**config.mk**
```make
export PLATFORM = sky130hd
export DESIGN_NAME = string_escape_decoder_top
export DESIGN_NICKNAME = d
export VERILOG_FILES = /design/src/rtl/sed_pkg.sv /design/src/rtl/string_escape_decoder_top.sv /design/src/rtl/sed_front.sv /design/src/rtl/sed_queue.sv /design/src/rtl/sed_back.sv
export VERILOG_INCLUDE_DIRS = /design/src /design/src/rtl
export SDC_FILE = /design/constraint.sdc
export NUM_CORES = 1
export LEC_CHECK = 0
export BUFFER_PORTS_ARGS = -buffer_cell sky130_fd_sc_hd__buf_2
export CAP_MARGIN = 10
export CORE_ASPECT_RATIO = 2
export CORE_MARGIN = 2
export CORE_UTILIZATION = 40
export CTS_CLUSTER_DIAMETER = 30
export DETAILED_ROUTE_END_ITERATION = 10
export HOLD_SLACK_MARGIN = 0.1
export SETUP_SLACK_MARGIN = 0.05
export SLEW_MARGIN = 20
export SYNTH_ARGS = -nofsm -noshare
export SYNTH_HDL_FRONTEND = slang
export SYNTH_HIERARCHICAL = 1
export SYNTH_SLANG_ARGS = --single-unit
```
**constraint.sdc**
```tcl
create_clock -name clk -period 6.3 [get_ports clk]
set_input_delay 0.315 -clock clk [delete_from_list [all_inputs] [get_ports clk]]
set_output_delay 0.315 -clock clk [all_outputs]
set_load 0.05 [all_outputs]
```
**src/rtl/assert_macros.svh**
```systemverilog
// Assertion helpers for the string escape decoder.
`ifndef ASSERT_MACROS_SVH
`define ASSERT_MACROS_SVH

// Checked on every rising edge outside reset.
`define SED_ASSERT(lbl, clk, rst, prop, msg) \
  lbl: assert property (@(posedge clk) disable iff (rst) prop) else $error(msg);

// Checked on every rising edge, reset included.
`define SED_ASSERT_ALWAYS(lbl, clk, prop, msg) \
  lbl: assert property (@(posedge clk) prop) else $error(msg);

`endif

```
**src/rtl/sed_pkg.sv**
```systemverilog
`timescale 1ns / 1ps

package sed_pkg;

  // Character codes
  localparam logic [7:0] CH_BSLASH = 8'h5C;
  localparam logic [7:0] CH_SEMI   = 8'h3B;
  localparam logic [7:0] CH_LF     = 8'h0A;
  localparam logic [7:0] CH_CR     = 8'h0D;
  localparam logic [7:0] CH_BEL    = 8'h07;
  localparam logic [7:0] CH_BS     = 8'h08;
  localparam logic [7:0] CH_HT     = 8'h09;
  localparam logic [7:0] CH_SPACE  = 8'h20;
  localparam logic [7:0] CH_LOW_A  = 8'h61;
  localparam logic [7:0] CH_LOW_B  = 8'h62;
  localparam logic [7:0] CH_LOW_T  = 8'h74;
  localparam logic [7:0] CH_LOW_N  = 8'h6E;
  localparam logic [7:0] CH_LOW_R  = 8'h72;
  localparam logic [7:0] CH_LOW_X  = 8'h78;

  localparam logic [20:0] MAX_CP_RESET = 21'h10FFFF;
  localparam logic [20:0] SURR_LO      = 21'h00D800;
  localparam logic [20:0] SURR_HI      = 21'h00DFFF;

  // Run queue between front and back
  localparam int QDEPTH = 4;
  localparam int QADDR_W = $clog2(QDEPTH);
  localparam int QCNT_W = $clog2(QDEPTH + 1);

  typedef enum logic [1:0] {
    ST_OK        = 2'd0,
    ST_NO_SEMI   = 2'd1,
    ST_BAD_CODE  = 2'd2,
    ST_TRAIL_BSL = 2'd3
  } status_t;

  // All results caused by one input byte
  typedef struct packed {
    logic [3:0][7:0] bytes;
    logic [2:0]      nb;     // decoded bytes, 0 to 4
    logic            tail;   // extra end marker beat with status
    logic            eol;    // literal ends with this run
    status_t         st;
  } run_t;

  function automatic logic is_space(input logic [7:0] c);
    is_space = (c == CH_SPACE) || (c >= CH_HT && c <= CH_CR);
  endfunction

  // {digit valid, value}
  function automatic logic [4:0] hex_digit(input logic [7:0] c);
    logic [7:0] d;
    d = 8'h00;
    hex_digit = 5'b0;
    if (c >= 8'h30 && c <= 8'h39) begin
      d = c - 8'h30;
      hex_digit = {1'b1, d[3:0]};
    end else if (c >= 8'h61 && c <= 8'h66) begin
      d = c - 8'h57;
      hex_digit = {1'b1, d[3:0]};
    end else if (c >= 8'h41 && c <= 8'h46) begin
      d = c - 8'h37;
      hex_digit = {1'b1, d[3:0]};
    end
  endfunction

endpackage

```
**src/rtl/string_escape_decoder_top.sv**
```systemverilog
`timescale 1ns / 1ps
// String escape decoder: body bytes of a quoted literal in, decoded bytes out.
// Input channel in_valid/in_ready carries in_byte and last_byte, one byte a beat.
// Output channel out_valid/out_ready carries one result a beat: out_byte,
// byte_valid, status, end_of_literal (final beat of a literal) and last_of_run
// (final beat caused by one input byte). A non-zero status ends the literal
// and the consumer drops the bytes already taken for it.
// cfg_we writes cfg_wdata into the largest accepted hex escape value.
// The first result of a byte is written into the run queue and then loaded
// into the output register. Throughput: one input byte per cycle while each
// byte yields at most one beat and the receiver keeps up. The output register
// sends one beat per cycle while out_ready is high; a byte with up to four
// beats holds it until all are sent. A four-entry run queue between decoder
// and output stage absorbs these bursts; in_ready falls only when that queue
// is full. Reset clears decoder state, the queue and out_valid and sets the
// limit to 0x10FFFF. When the receiver stalls, the current beat holds, the
// queue fills and then the input is held off; no beat is lost.

`include "assert_macros.svh"

module string_escape_decoder_top (
  input  logic        clk,
  input  logic        rst,
  input  logic        cfg_we,
  input  logic [20:0] cfg_wdata,
  input  logic        in_valid,
  output logic        in_ready,
  input  logic [7:0]  in_byte,
  input  logic        last_byte,
  output logic        out_valid,
  input  logic        out_ready,
  output logic [7:0]  out_byte,
  output logic        byte_valid,
  output logic [1:0]  status,
  output logic        end_of_literal,
  output logic        last_of_run
);

  logic          q_push;
  logic          q_pop;
  logic          q_full;
  logic          q_empty;
  sed_pkg::run_t q_wdata;
  sed_pkg::run_t q_head;

  sed_front u_front (
    .clk       (clk),
    .rst       (rst),
    .cfg_we    (cfg_we),
    .cfg_wdata (cfg_wdata),
    .in_valid  (in_valid),
    .in_ready  (in_ready),
    .in_byte   (in_byte),
    .last_byte (last_byte),
    .q_full    (q_full),
    .q_push    (q_push),
    .q_data    (q_wdata)
  );

  sed_queue u_queue (
    .clk       (clk),
    .rst       (rst),
    .push      (q_push),
    .push_data (q_wdata),
    .full      (q_full),
    .pop       (q_pop),
    .empty     (q_empty),
    .head      (q_head)
  );

  sed_back u_back (
    .clk            (clk),
    .rst            (rst),
    .q_empty        (q_empty),
    .q_head         (q_head),
    .q_pop          (q_pop),
    .out_valid      (out_valid),
    .out_ready      (out_ready),
    .out_byte       (out_byte),
    .byte_valid     (byte_valid),
    .status         (status),
    .end_of_literal (end_of_literal),
    .last_of_run    (last_of_run)
  );

  // Checks
  `SED_ASSERT(a_no_push_full, clk, rst, q_push |-> !q_full, "run pushed into full queue")
  `SED_ASSERT(a_no_pop_empty, clk, rst, q_pop |-> !q_empty, "run popped from empty queue")
  `SED_ASSERT(a_status_on_end, clk, rst, (out_valid && status != 2'd0) |-> (end_of_literal && !byte_valid), "error status on a data beat")
  `SED_ASSERT_ALWAYS(a_reset_idle, clk, rst |=> !out_valid, "output valid after reset")

endmodule

```
**src/rtl/sed_front.sv**
```systemverilog
`timescale 1ns / 1ps

module sed_front (
  input  logic              clk,
  input  logic              rst,
  input  logic              cfg_we,
  input  logic [20:0]       cfg_wdata,
  input  logic              in_valid,
  output logic              in_ready,
  input  logic [7:0]        in_byte,
  input  logic              last_byte,
  input  logic              q_full,
  output logic              q_push,
  output sed_pkg::run_t     q_data
);

  typedef enum logic [2:0] {
    M_NORMAL,
    M_ESC,
    M_WS,
    M_HEX,
    M_ERR
  } mode_t;

  mode_t            mode, mode_next;
  logic [20:0]      max_cp;
  logic [20:0]      hex_accum, hex_accum_next;
  logic             hex_bad, hex_bad_next;
  logic             hex_seen, hex_seen_next;
  logic             pending_cr, pending_cr_next;
  sed_pkg::status_t err, err_next;

  logic             accept;
  logic             run_plain;
  logic [2:0]       nb;
  logic [3:0][7:0]  bvec;
  logic             tail;
  sed_pkg::status_t st;
  logic [4:0]       hd;
  logic [24:0]      hex_acc_step;

  assign in_ready = !q_full;
  assign accept   = in_valid && in_ready;
  assign hd           = sed_pkg::hex_digit(in_byte);
  assign hex_acc_step = {hex_accum, 4'b0} + {21'b0, hd[3:0]};

  // Byte classification and next state
  always_comb begin
    mode_next       = mode;
    hex_accum_next  = hex_accum;
    hex_bad_next    = hex_bad;
    hex_seen_next   = hex_seen;
    pending_cr_next = pending_cr;
    err_next        = err;
    run_plain       = 1'b0;
    nb              = 3'd0;
    bvec            = '0;
    tail            = 1'b0;
    st              = sed_pkg::ST_OK;

    unique case (mode)
      M_NORMAL: run_plain = 1'b1;
      M_ESC: begin
        mode_next = M_NORMAL;
        unique case (in_byte)
          sed_pkg::CH_LOW_A: begin bvec[0] = sed_pkg::CH_BEL; nb = 3'd1; end
          sed_pkg::CH_LOW_B: begin bvec[0] = sed_pkg::CH_BS;  nb = 3'd1; end
          sed_pkg::CH_LOW_T: begin bvec[0] = sed_pkg::CH_HT;  nb = 3'd1; end
          sed_pkg::CH_LOW_N: begin bvec[0] = sed_pkg::CH_LF;  nb = 3'd1; end
          sed_pkg::CH_LOW_R: begin bvec[0] = sed_pkg::CH_CR;  nb = 3'd1; end
          sed_pkg::CH_LOW_X: begin
            mode_next      = M_HEX;
            hex_accum_next = '0;
            hex_bad_next   = 1'b0;
            hex_seen_next  = 1'b0;
          end
          default: begin
            if (sed_pkg::is_space(in_byte)) begin
              mode_next = M_WS;
            end else begin
              bvec[0] = in_byte;
              nb      = 3'd1;
            end
          end
        endcase
      end
      M_WS: begin
        if (!sed_pkg::is_space(in_byte)) begin
          mode_next = M_NORMAL;
          run_plain = 1'b1;
        end
      end
      M_HEX: begin
        if (in_byte == sed_pkg::CH_SEMI) begin
          if (hex_bad || !hex_seen || hex_accum > max_cp ||
              (hex_accum >= sed_pkg::SURR_LO && hex_accum <= sed_pkg::SURR_HI)) begin
            err_next  = sed_pkg::ST_BAD_CODE;
            mode_next = M_ERR;
          end else begin
            mode_next = M_NORMAL;
            // UTF-8 encoding of the accumulated code point
            if (hex_accum < 21'h80) begin
              bvec[0] = hex_accum[7:0];
              nb      = 3'd1;
            end else if (hex_accum < 21'h800) begin
              bvec[0] = {3'b110, hex_accum[10:6]};
              bvec[1] = {2'b10, hex_accum[5:0]};
              nb      = 3'd2;
            end else if (hex_accum < 21'h10000) begin
              bvec[0] = {4'b1110, hex_accum[15:12]};
              bvec[1] = {2'b10, hex_accum[11:6]};
              bvec[2] = {2'b10, hex_accum[5:0]};
              nb      = 3'd3;
            end else begin
              bvec[0] = {5'b11110, hex_accum[20:18]};
              bvec[1] = {2'b10, hex_accum[17:12]};
              bvec[2] = {2'b10, hex_accum[11:6]};
              bvec[3] = {2'b10, hex_accum[5:0]};
              nb      = 3'd4;
            end
          end
        end else if (!hd[4]) begin
          hex_bad_next = 1'b1;
        end else begin
          hex_seen_next = 1'b1;
          if (hex_acc_step > {4'b0, max_cp}) begin
            hex_bad_next = 1'b1;
          end else begin
            hex_accum_next = hex_acc_step[20:0];
          end
        end
      end
      M_ERR: ;
      default: ;
    endcase

    // Plain byte: held CR (folded into LF), then the byte unless backslash or CR
    if (run_plain) begin
      if (pending_cr && in_byte == sed_pkg::CH_LF) begin
        pending_cr_next = 1'b0;
        bvec[nb[1:0]]   = sed_pkg::CH_LF;
        nb              = nb + 3'd1;
      end else begin
        if (pending_cr) begin
          pending_cr_next = 1'b0;
          bvec[nb[1:0]]   = sed_pkg::CH_CR;
          nb              = nb + 3'd1;
        end
        if (in_byte == sed_pkg::CH_BSLASH) begin
          mode_next = M_ESC;
        end else if (in_byte == sed_pkg::CH_CR) begin
          pending_cr_next = 1'b1;
        end else begin
          bvec[nb[1:0]] = in_byte;
          nb            = nb + 3'd1;
        end
      end
    end

    // End of literal: status, flush held CR, clear state
    if (last_byte) begin
      if (err_next == sed_pkg::ST_OK) begin
        if (mode_next == M_ESC) begin
          err_next = sed_pkg::ST_TRAIL_BSL;
        end else if (mode_next == M_HEX) begin
          err_next = sed_pkg::ST_NO_SEMI;
        end else if (pending_cr_next) begin
          bvec[nb[1:0]] = sed_pkg::CH_CR;
          nb            = nb + 3'd1;
        end
      end
      st   = err_next;
      tail = (err_next != sed_pkg::ST_OK) || (nb == 3'd0);
      mode_next       = M_NORMAL;
      hex_accum_next  = '0;
      hex_bad_next    = 1'b0;
      hex_seen_next   = 1'b0;
      pending_cr_next = 1'b0;
      err_next        = sed_pkg::ST_OK;
    end
  end

  assign q_push      = accept && ((nb != 3'd0) || tail);
  assign q_data.bytes = bvec;
  assign q_data.nb    = nb;
  assign q_data.tail  = tail;
  assign q_data.eol   = last_byte;
  assign q_data.st    = st;

  // Decoder state and limit register
  always_ff @(posedge clk) begin
    if (rst) begin
      mode       <= M_NORMAL;
      hex_accum  <= '0;
      hex_bad    <= 1'b0;
      hex_seen   <= 1'b0;
      pending_cr <= 1'b0;
      err        <= sed_pkg::ST_OK;
      max_cp     <= sed_pkg::MAX_CP_RESET;
    end else begin
      if (accept) begin
        mode       <= mode_next;
        hex_accum  <= hex_accum_next;
        hex_bad    <= hex_bad_next;
        hex_seen   <= hex_seen_next;
        pending_cr <= pending_cr_next;
        err        <= err_next;
      end
      if (cfg_we) begin
        max_cp <= cfg_wdata;
      end
    end
  end

endmodule

```
**src/rtl/sed_queue.sv**
```systemverilog
`timescale 1ns / 1ps

module sed_queue (
  input  logic          clk,
  input  logic          rst,
  input  logic          push,
  input  sed_pkg::run_t push_data,
  output logic          full,
  input  logic          pop,
  output logic          empty,
  output sed_pkg::run_t head
);

  sed_pkg::run_t                 entries [sed_pkg::QDEPTH];
  logic [sed_pkg::QADDR_W-1:0]   wr_ptr;
  logic [sed_pkg::QADDR_W-1:0]   rd_ptr;
  logic [sed_pkg::QCNT_W-1:0]    count;

  assign full  = (count == sed_pkg::QCNT_W'(sed_pkg::QDEPTH));
  assign empty = (count == '0);
  assign head  = entries[rd_ptr];

  // Run storage
  always_ff @(posedge clk) begin
    if (push) begin
      entries[wr_ptr] <= push_data;
    end
  end

  // Pointers and fill level
  always_ff @(posedge clk) begin
    if (rst) begin
      wr_ptr <= '0;
      rd_ptr <= '0;
      count  <= '0;
    end else begin
      if (push) begin
        wr_ptr <= wr_ptr + 1'b1;
      end
      if (pop) begin
        rd_ptr <= rd_ptr + 1'b1;
      end
      if (push && !pop) begin
        count <= count + 1'b1;
      end else if (pop && !push) begin
        count <= count - 1'b1;
      end
    end
  end

endmodule

```
**src/rtl/sed_back.sv**
```systemverilog
`timescale 1ns / 1ps

module sed_back (
  input  logic          clk,
  input  logic          rst,
  input  logic          q_empty,
  input  sed_pkg::run_t q_head,
  output logic          q_pop,
  output logic          out_valid,
  input  logic          out_ready,
  output logic [7:0]    out_byte,
  output logic          byte_valid,
  output logic [1:0]    status,
  output logic          end_of_literal,
  output logic          last_of_run
);

  logic [2:0] idx;
  logic [2:0] total;
  logic       is_last;
  logic       load;
  logic       is_byte;

  assign total   = q_head.nb + {2'b0, q_head.tail};
  assign is_last = (idx == total - 3'd1);
  assign is_byte = (idx < q_head.nb);
  assign load    = !q_empty && (!out_valid || out_ready);
  assign q_pop   = load && is_last;

  // Output register, one result beat per cycle while the receiver is ready
  always_ff @(posedge clk) begin
    if (rst) begin
      out_valid <= 1'b0;
      idx       <= '0;
    end else begin
      if (load) begin
        out_valid <= 1'b1;
        idx       <= is_last ? 3'd0 : idx + 3'd1;
      end else if (out_ready) begin
        out_valid <= 1'b0;
      end
    end
  end

  // Beat payload
  always_ff @(posedge clk) begin
    if (load) begin
      last_of_run <= is_last;
      if (is_byte) begin
        out_byte       <= q_head.bytes[idx[1:0]];
        byte_valid     <= 1'b1;
        status         <= sed_pkg::ST_OK;
        end_of_literal <= q_head.eol && !q_head.tail && is_last;
      end else begin
        out_byte       <= 8'h00;
        byte_valid     <= 1'b0;
        status         <= q_head.st;
        end_of_literal <= 1'b1;
      end
    end
  end

endmodule

```
# After elaboration in Yosys (flattened, before gate mapping)

Memory sizes are Yosys's and may differ from the RTL's. A register that Yosys moved wholly into a read port is not among the register bits.
Index checks and enable logic that the tools add are counted.

Add/sub/neg operators: 14
Magnitude comparators: 23
Equality and inequality tests: 23
Mux-type cells: 110
Bitwise logic cells: 9
Reductions and logical operators: 44

Operators with widths:

| operator                                                                | number |
|---|---|
| 32-bit 2-to-1 mux                                                       | 14 |
| 21-bit 2-to-1 mux                                                       | 5 |
| 3-bit 2-to-1 mux                                                        | 28 |
| 8-bit by 7-bit == test with 1-bit output, second input constant         | 7 |
| 8-bit 2-to-1 mux                                                        | 7 |
| 8-bit demux with 2-bit select                                           | 3 |
| 24-bit 2-to-1 mux                                                       | 2 |
| 8-bit one-hot mux with 6 select lines                                   | 1 |
| 21-bit one-hot mux with 2 select lines                                  | 1 |
| 20-bit bitwise AND                                                      | 2 |
| 20-bit NOT                                                              | 2 |
| 32-bit bitwise mux                                                      | 1 |
| 16-bit 2-to-1 mux                                                       | 2 |
| 25-bit by 4-bit adder with 25-bit output                                | 1 |
| 25-bit by 21-bit > comparator with 1-bit output                         | 1 |
| 24-bit bitwise AND                                                      | 1 |
| 2-bit 2-to-1 mux                                                        | 12 |
| 24-bit NOT                                                              | 1 |
| 12-bit bitwise OR                                                       | 2 |
| 22-bit 2-to-1 mux                                                       | 1 |
| 21-bit by 16-bit >= comparator with 1-bit output, second input constant | 1 |
| 21-bit > comparator                                                     | 1 |
| 21-bit by 16-bit <= comparator with 1-bit output, second input constant | 1 |
| 21-bit by 12-bit < comparator with 1-bit output, second input constant  | 1 |
| other kinds (44)                                                        | 125 |

Register bits after elaboration: 74
Bits in writable memories: 156
Bits of input ports: 35
Output and inout bits: 15
Word-level logic and storage cells: 241
Memories: 1

Memories:

| memory          | depth | width | rd ports | clocked after memory_dff | wr ports | RTL line        | source |
|---|---|---|---|---|---|---|---|
| u_queue.entries | 4     | 39    | 1        | 1                        | 1        | sed_queue.sv:14 | `sed_pkg::run_t entries [sed_pkg::QDEPTH];` |

# Longest topological paths before layout

Gate-level depths: netlist of the first run.

Word-level depth: 31
Gate-level depth with buffers: 31
Depth with buffers taken out: 31

# Modules after synthesis

The synthesis of the first run kept the hierarchy.

By module, submodules not included:

| module    | times used | cells each | area an instance (um^2) | sequential area each (um^2) |
|---|---|---|---|---|
| sed_queue | 1          | 247        | 6047.0                  | 4864.7 |
| sed_front | 1          | 680        | 5016.1                  | 1001.0 |
| sed_back  | 1          | 71         | 980.9                   | 470.5 |

# Worst setup path before layout of the first run

No wires, ideal clock.

Kind: register to register
From: reg u_front.hex_accum[20]
To: mem u_queue/entries[0][0] in the netlist's numbering, enable pin
Library setup time: 0.400 ns
Data arrival time: 5.546 ns
Data required time: 5.900 ns
Setup slack: 0.354 ns
Stages on the path, launching flop included: 22
Path buffers: 0
Period minus slack after synthesis: 5.946 ns
Path through: dfxtp_1 -> or4_4 -> or4_4 -> and4b_4 -> a41oi_4 -> nor2_1 -> inv_1 -> o22ai_1 -> inv_1 -> ha_1 -> nand2_1 -> o21ai_0 -> ha_1 -> a21oi_1 -> a221oi_4 -> nor2_8 -> ha_1 -> nor3b_1 -> a311o_1 -> o211a_2 -> o31a_1 -> and2_1

Word-level cells in the longest chain between the ends: 29
Elaborated cells on any way between the ends: 56
Classes of those cells: add/sub: 3; order compare: 6; eq/ne: 2; mux: 35; reduce/logical: 10

Ends and longest elaborated chain:

| what                                            | RTL line                           | source |
|---|---|---|
| start, declared                                 | sed_front.sv:27                    | `logic [20:0] hex_accum, hex_accum_next;` |
| start signal, assigned                          | sed_front.sv:203                   | `hex_accum <= hex_accum_next;` |
| 21-bit by 17-bit < comparator with 1-bit output | sed_front.sv:109                   | `end else if (hex_accum < 21'h10000) begin` |
| 3-bit 2-to-1 mux                                | sed_front.sv:109                   |  |
| 3-bit 2-to-1 mux                                | sed_front.sv:105                   | `end else if (hex_accum < 21'h800) begin` |
| 3-bit 2-to-1 mux                                | sed_front.sv:102                   | `if (hex_accum < 21'h80) begin` |
| 3-bit 2-to-1 mux                                | sed_front.sv:95                    | `if (hex_bad \|\| !hex_seen \|\| hex_accum > max_cp \|\|` |
| 3-bit 2-to-1 mux                                | sed_front.sv:94                    | `if (in_byte == sed_pkg::CH_SEMI) begin` |
| 3-bit one-hot mux with 2 select lines           | sed_front.sv:61                    | `unique case (mode)` |
| 3-bit by 1-bit adder with 3-bit output          | sed_front.sv:142, sed_front.sv:147 |  |
| [15 not listed]                                 | -                                  |  |
| 1-bit logical OR *                              | sed_front.sv:173                   | `tail = (err_next != sed_pkg::ST_OK) \|\| (nb == 3'd0);` |
| 1-bit 2-to-1 mux *                              | sed_front.sv:161                   | `if (last_byte) begin` |
| net u_front.tail                                | sed_front.sv:37                    | `logic tail;` |
| 1-bit logical OR *                              | sed_front.sv:183                   | `assign q_push = accept && ((nb != 3'd0) \|\| tail);` |
| 1-bit logical AND *                             | sed_front.sv:183                   |  |
| net q_push                                      | string_escape_decoder_top.sv:39    | `logic q_push;` |
| 1-bit 2-to-1 mux *                              | sed_queue.sv:25                    | `if (push) begin` |
| 1-bit 2-to-1 mux (not written as such) *        | sed_queue.sv:26                    | `entries[wr_ptr] <= push_data;` |
| end, declared                                   | sed_queue.sv:14                    |  |

Mark *: on every way through the listed nets, which the timed path passes. The rest lies on a longest branch. The select of a mux whose other input is x is not followed.

==> qor.tcl, run 1 <==
set qor(io_pins) 50
set qor(place.gp.congestion) 0.9776
set qor(cts_tree) {built}
set qor(drt-initial-drc-count) 489
set qor(maxSlewViolCount) 0
set qor(initial_antenna_violation_count) 0
set qor(r2r_cells) 25
set qor(wire_length_of_the_first_global_routing_pass_um) 49110
set qor(power.leakage_nw) 5.473
set qor(synth_fp_nets) 1103
set qor(globalRoute.totalOverflow) 0
set qor(finalCriticalPeriod_ns) 5.911
set qor(synthesis.yosys.warnings) 6
set qor(synth-simple-area-share_pct) 12.50
set qor(area_growth_syn_to_layout_pct) 16.99
set qor(maxClockFrequency_ghz) 0.1692
set qor(detail_route.wirelength_um) 31930
set qor(hpwl_um) 23430
set qor(rsz0062_at_grt) {false}
set qor(vias_in_the_first_global_route) 8780
set qor(worst_r2r_startpoint) {u_front/max_cp[19]}
set qor(seq_area_mm2) 0.006339
set qor(synthesis.area_mm2) 0.01204
set qor(avg_inst_size_synth_um2) 12.07
set qor(library_cell_used_as_clock_root_buffer) {sky130_fd_sc_hd__clkbuf_16}
set qor(final_core_utilization_pct) 47.57
set qor(worst-path-max-fanout) 5
set qor(h-tree-depth) 1
set qor(gr-usage-all-layers_pct) 20.30
set qor(crit_path_max_incr_delay_ns) 0.55
set qor(preCtsSetupSlack_ns) 0.1400
set qor(slew-limit-headroom_pct) 30.91
set qor(instances_no_fill) 1483
set qor(clk_pin_slew_worst_paths_ns) 0.07
set qor(chipHeight_um) 249.4
set qor(holdCritPathClass) {input pin to flop}
set qor(final_antenna_net_count) 0
set qor(drt_pass1_iterations) 8
set qor(drive_above_1_share_pct) 21.18
set qor(most_common_cell_after_layout_fill_and_taps_aside) {sky130_fd_sc_hd__edfxtp_1}
set qor(post_synth_xor_area_fraction_pct) 1.070
set qor(viasPerCell) 5.776
set qor(die-area_mm2) 0.03160
set qor(cellPowerDensity_mw_per_mm2) 330.7
set qor(synth_edf_count) 169
set qor(worst-setup-path-type) {flop to flop}
set qor(yosys.area_share.adder_pct) 7.334
set qor(route.vias.total) 8566
set qor(synth.yosys.seq_area_share_pct) 52.61
set qor(min_delay_path_depth) 1
set qor(layout.nets) 1202
set qor(die_w_um) 126.7
set qor(cp_slowest_cell) {sky130_fd_sc_hd__or4_4}
set qor(largest_family_of_logic_cells_by_synthesized_area) {compound AO/OA/AOI/OAI gates}
set qor(post_synth_inst_count) 998
set qor(drc_errors) 0
set qor(clock_tree.buffer_depth) 3
set qor(synth.ff_latch_count) 232
set qor(area_taken_by_multi_input_logic_gates_mm2) 0.005278
set qor(critPathMostFrequentCell) {sky130_fd_sc_hd__ha_1}
set qor(place.port_buffers) 49
set qor(diodes_inserted) 0
set qor(totalNegativeSetupSlack_ns) 0
set qor(synth_cell_types) 89
set qor(timing.max_cap.violations) 0
set qor(reg2reg_to) {u_queue/count[2]}
set qor(timing.clock.skew_ns) 0.01043
set qor(starting_density_of_the_core_pct) 40.66
set qor(fin_crit_sh_pct) 93.82
set qor(synth-compound-area-share_pct) 12.81
set qor(worstHoldEndpoint) {u_queue/entries[3][2]}
set qor(timing.hold.worst.start) {last_byte}
set qor(hold_viol_final) 0
set qor(synth_mux_area_share_pct) 9.952
set qor(std_cell_rows) 89
set qor(result_of_the_run) {completed}
set qor(tritoncts_buffer_count) 29
set qor(peakVddDrop_mv) 0.2423
set qor(r2r_setup_slack_ns) 0.39
set qor(kind_of_end_point_of_the_critical_path) {flop}
set qor(grt_start_max_net_pins) 40
set qor(dominantRegCellSynth) {sky130_fd_sc_hd__edfxtp_1}
set qor(start_kind) {flop}
set qor(async_reset_ff_share_pct) 0
set qor(timing.final.ws_setup_ns) 0.3891
set qor(core_area_mm2) 0.02962
set qor(clock_sink_count) 232
set qor(clock_insertion_delay_worst_skew_ns) 0.56
set qor(setup_violations) 0
set qor(final.fill_count) 2701
set qor(mostFrequentLayoutCells) {sky130_fd_sc_hd__edfxtp_1, sky130_fd_sc_hd__nor2_1, sky130_fd_sc_hd__nand2_1}
set qor(place.detailed.instances) 1406
set qor(timing.critical_path.required_ns) 6.78
set qor(max_slew.worst_pin.slew_ns) 1.036
set qor(worst_path_arrival_time_ns) 6.40
set qor(routedWlPerCell_um) 21.53
==> Yosys cell counts (8+ instances only) <==
cell / instances / area [um2]
sky130_fd_sc_hd__nand4_1: 9 / 56.30
sky130_fd_sc_hd__o211ai_1: 19 / 142.6
sky130_fd_sc_hd__o21ai_0: 43 / 215.2
sky130_fd_sc_hd__mux2i_1: 14 / 140.1
sky130_fd_sc_hd__nor2b_1: 19 / 118.9
sky130_fd_sc_hd__buf_2: 9 / 45.04
sky130_fd_sc_hd__nor3_1: 13 / 65.06
sky130_fd_sc_hd__mux4_2: 47 / 1059
sky130_fd_sc_hd__and3_1: 12 / 75.07
sky130_fd_sc_hd__xnor2_1: 8 / 70.07
sky130_fd_sc_hd__a22o_1: 22 / 192.7
sky130_fd_sc_hd__edfxtp_1: 169 / 5075
sky130_fd_sc_hd__nand3_1: 21 / 105.1
sky130_fd_sc_hd__dfxtp_1: 63 / 1261
sky130_fd_sc_hd__ha_1: 69 / 863.3
sky130_fd_sc_hd__nand2_1: 74 / 277.8
sky130_fd_sc_hd__inv_1: 58 / 217.7
sky130_fd_sc_hd__and2_1: 10 / 62.56
sky130_fd_sc_hd__nor2_1: 76 / 285.3
sky130_fd_sc_hd__a21o_1: 10 / 75.07
sky130_fd_sc_hd__a22oi_1: 11 / 82.58
sky130_fd_sc_hd__clkbuf_1: 28 / 105.1
sky130_fd_sc_hd__a21oi_1: 72 / 360.4
==> registers in the layout (all words and copies together), names as in the netlist, 2 cells and up, named ones only <==
signal             flops
u_queue/wr_ptr         2
u_queue/entries      156
u_front/hex_accum     21
u_front/err            2
u_front/max_cp        21
u_front/mode           3
u_queue/count          3
u_back/status          2
u_back/idx             3
u_back/out_byte        8
u_queue/rd_ptr         2
==> kinds of logic after synthesis <==
group | count (synthesis)
AO/OA/AOI/OAI | 228
XOR/XNOR | 13
buffers and inverters | 105
AND/OR/NAND/NOR | 289
adder cells (fa/ha/maj) | 70
multiplexers | 61
flip-flops | 232
==> timing repair <==
item / CTS / global route
hold endpoints to repair: 22 / 0
gates resized for setup: 0 / 4
buffers inserted: 0 / 2
hold buffers: 22 / 0
endpoints found under the setup margin: 0 / 158
==> critical path, delay by kind of cell, from the launching register on <==
family / cells / cell delay (ns)
simple gates: 7 / 1.70
fa+ha+maj: 6 / 1.81
buf+inv: 2 / 0.13
compound gates: 9 / 1.68
xor+xnor: 1 / 0.17
flops: 1 / 0.33
==> through the flow <==
stage	hold WS, ns	power, mW	cell area (um2)
final	0.1767	4.659	14090
after global routing	0.1745	4.870	14090
after CTS	0.1487	4.731	14060
after detailed placement	0.4588	2.998	12840
after global placement	0.4540	2.979	12840
after floorplan	0.3841	2.753	12040
==> how the worst max path moves through the flow <==
| stage | start | cells past startpoint | slack, ns | endpoint |
|---|---|---|---|---|
| 3_3_place_gp | u_front/hex_accum[20] | 26 | 0.25 | u_queue/count[2] |
| 2_1_floorplan | u_front/hex_accum[20] | 21 | 0.35 | u_queue/entries[0][0] |
| 3_5_place_dp | u_front/hex_accum[20] | 26 | 0.14 | u_queue/count[2] |
| 5_1_grt | u_front/max_cp[16] | 25 | 0.05 | u_queue/count[2] |
| 4_1_cts | u_front/hex_accum[20] | 26 | 0.13 | u_queue/count[2] |
| 6_report | u_front/max_cp[19] | 25 | 0.39 | u_queue/count[2] |
==> final cells by class <==
class / instances / share of cell area, %
clock buffer: 30 / 5.177
timing repair buffer: 114 / 5.595
sequential: 232 / 44.99
tap: 364 / 3.232
multi-input combinational: 661 / 37.46
inverter: 59 / 1.572
clock inverter: 23 / 1.980
==> where the power goes <==
group | switching [mW] | internal (mW)
registers | 0.0830 | 1.86
logic | 0.584 | 0.425
clock network | 0.735 | 0.976
total | 1.40 | 3.26
==> layer usage <==
layer / wire, um / up-vias / global-route usage (%)
met5: 0 / - / 0
met4: 2581 / 0 / 14.57
met3: 1280 / 137 / 2.422
met2: 17410 / 283 / 38.78
met1: 10670 / 4172 / 19.57
li1: - / 3974 / -
No activity file was read; power rests on OpenSTA's default activity.
==> run 2: changes to the inputs <==
==> constraint.sdc (replaced) <==
create_clock -name clk -period 7.4 [get_ports clk]
set_input_delay 0.37 -clock clk [delete_from_list [all_inputs] [get_ports clk]]
set_output_delay 0.37 -clock clk [all_outputs]
set_load 0.05 [all_outputs]
==> run 2 against run 1 <==
Effect of this change: clock-buffer cell count rose by 4; wire length fell by 1.9%; total power fell by 13%; non-clock buffer count fell by 25; worst hold slack got worse by 0.032 ns; die area did not move; core utilization fell by 0.14 points; sequential share of layout area rose by 0.14 points; via count fell by 1.3%; critical path depth rose by 5; flip-flop and latch count did not move.
==> qor.tcl, run 2 (synthesis gave the netlist of run 1 again) <==
set qor(timing.critical_path.required_ns) 7.89
set qor(totalNegativeSetupSlack_ns) 0
set qor(cp_slowest_cell) {sky130_fd_sc_hd__nor4_1}
set qor(library_cell_used_as_clock_root_buffer) {sky130_fd_sc_hd__clkbuf_16}
set qor(globalRoute.totalOverflow) 0
set qor(chipHeight_um) 249.4
set qor(reg.largest.list) {u_queue/entries: 156 flops, u_front/hex_accum: 21 flops, u_front/max_cp: 21 flops}
set qor(gr-usage-all-layers_pct) 19.90
set qor(final_antenna_net_count) 0
set qor(peakVddDrop_mv) 0.2684
set qor(holdCritPathClass) {input pin to flop}
set qor(drt-initial-drc-count) 521
set qor(final_core_utilization_pct) 47.42
set qor(maxClockFrequency_ghz) 0.1537
set qor(hold_viol_final) 0
set qor(slew-limit-headroom_pct) 37.25
set qor(route.vias.total) 8455
set qor(power.leakage_nw) 5.407
set qor(diodes_inserted) 0
set qor(detail_route.wirelength_um) 31310
set qor(hpwl_um) 22600
set qor(start_kind) {flop}
set qor(grt_start_max_net_pins) 40
set qor(layout.nets) 1179
set qor(viasPerCell) 5.783
set qor(clock_tree.buffer_depth) 3
set qor(die_w_um) 126.7
set qor(h-tree-depth) 1
set qor(die-area_mm2) 0.03160
set qor(timing.final.ws_setup_ns) 0.8956
set qor(cts_tree) {built}
set qor(std_cell_rows) 89
set qor(vias_in_the_first_global_route) 8785
set qor(maxSlewViolCount) 0
set qor(routedWlPerCell_um) 21.42
set qor(place.detailed.instances) 1384
set qor(place.gp.congestion) 0.9608
set qor(kind_of_end_point_of_the_critical_path) {flop}
set qor(area_growth_syn_to_layout_pct) 16.63
set qor(cellPowerDensity_mw_per_mm2) 288.2
set qor(core_area_mm2) 0.02962
set qor(drive_above_1_share_pct) 19.58
set qor(drt_pass1_iterations) 5
set qor(wire_length_of_the_first_global_routing_pass_um) 48580
set qor(place.port_buffers) 49
set qor(worst-setup-path-type) {flop to flop}
set qor(timing.clock.skew_ns) 0.01772
set qor(max_slew.worst_pin.slew_ns) 0.9327
set qor(crit_path_max_incr_delay_ns) 0.41
set qor(timing.max_cap.violations) 0
set qor(totalPowerFinal_mw) 4.049
set qor(most_common_cell_after_layout_fill_and_taps_aside) {sky130_fd_sc_hd__edfxtp_1}
set qor(clk_pin_slew_worst_paths_ns) 0.07
set qor(mostFrequentLayoutCells) {sky130_fd_sc_hd__edfxtp_1, sky130_fd_sc_hd__nor2_1, sky130_fd_sc_hd__nand2_1}
set qor(largest_register_ff_count) 156
set qor(finalCriticalPeriod_ns) 6.504
set qor(starting_density_of_the_core_pct) 40.66
set qor(fin_crit_sh_pct) 87.90
set qor(clock_sink_count) 232
set qor(clock_insertion_delay_worst_skew_ns) 0.56
set qor(rsz0062_at_grt) {false}
set qor(final.fill_count) 2676
set qor(setup_violations) 0
set qor(worst_path_arrival_time_ns) 6.99
set qor(initial_antenna_violation_count) 0
set qor(tritoncts_buffer_count) 31
set qor(instances_no_fill) 1462
set qor(result_of_the_run) {completed}
set qor(preCtsSetupSlack_ns) 0.9647
set qor(cts_repair_resize_count) 0
set qor(worst-path-max-fanout) 8
set qor(drc_errors) 0
set qor(io_pins) 50
set qor(largest_register) {u_queue/entries}
## run 2: changes by cell type in the layout (fill, tap and decap cells not counted), sizes merged
cell         change
clkinvlp         -1
clkbuf           +4
inv              -2
clkinv           +5
dlygate4sd3      -1
buf             -24
bufinv           -2
## run 2: path summary, 6_finish.rpt
kind	from	to	slack [ns]	cells past startpoint
hold / removal	out_ready	u_back/out_valid	0.14	3
hold reg to reg	u_front/hex_seen	u_front/hex_seen	0.46	1
setup reg to reg	u_front/hex_accum[16]	u_queue/count[2]	0.90	30
setup / recovery	u_front/hex_accum[16]	u_queue/count[2]	0.90	30
## run 2: final cells by class
cell class	count	area, um2	share of cell area [%]
clock buffer	34	829.5	5.905
sequential	232	6339	45.12
timing repair buffer	89	648.1	4.614
inverter	59	221.5	1.577
multi-input combinational	661	5264	37.47
tap	364	455.4	3.242
clock inverter	23	290.3	2.066
## run 2: metal layers
metal	vias to the layer above	track usage, %	part of all wire [%]
met5	-	0	0
met4	0	13.41	7.2
met3	124	1.994	4.1
met2	318	38.10	55
met1	4086	19.73	34
li1	3927	-	-
## run 2: timing repair
action / in CTS / in global routing
setup buffers: 0 / 0
endpoints found under the hold margin: 21 / 0
hold buffers: 21 / 0
## run 2: worst max-delay path, delay by kind of cell, from the launching register on
family,cells,cell delay (ns)
fa+ha+maj,6,1.79
compound gates,9,1.75
simple gates,8,1.66
buf+inv,5,0.49
flops,1,0.40
xor+xnor,1,0.17
mux,1,0.16
## run 2: stage by stage
| stage | hold WS [ns] | instance area (um2) |
|---|---|---|
| detailed placement | 0.4554 | 12720 |
| finish | 0.1450 | 14050 |
| global placement | 0.4472 | 12720 |
| CTS | 0.1237 | 14050 |
| global route | 0.1486 | 14050 |
| floorplan | 0.4340 | 12040 |
## run 2: report_power, final
part / total [mW] / internal (mW) / switching, mW
registers: 1.64 / 1.58 / 0.0631
logic: 0.869 / 0.367 / 0.502
clock network: 1.54 / 0.869 / 0.669
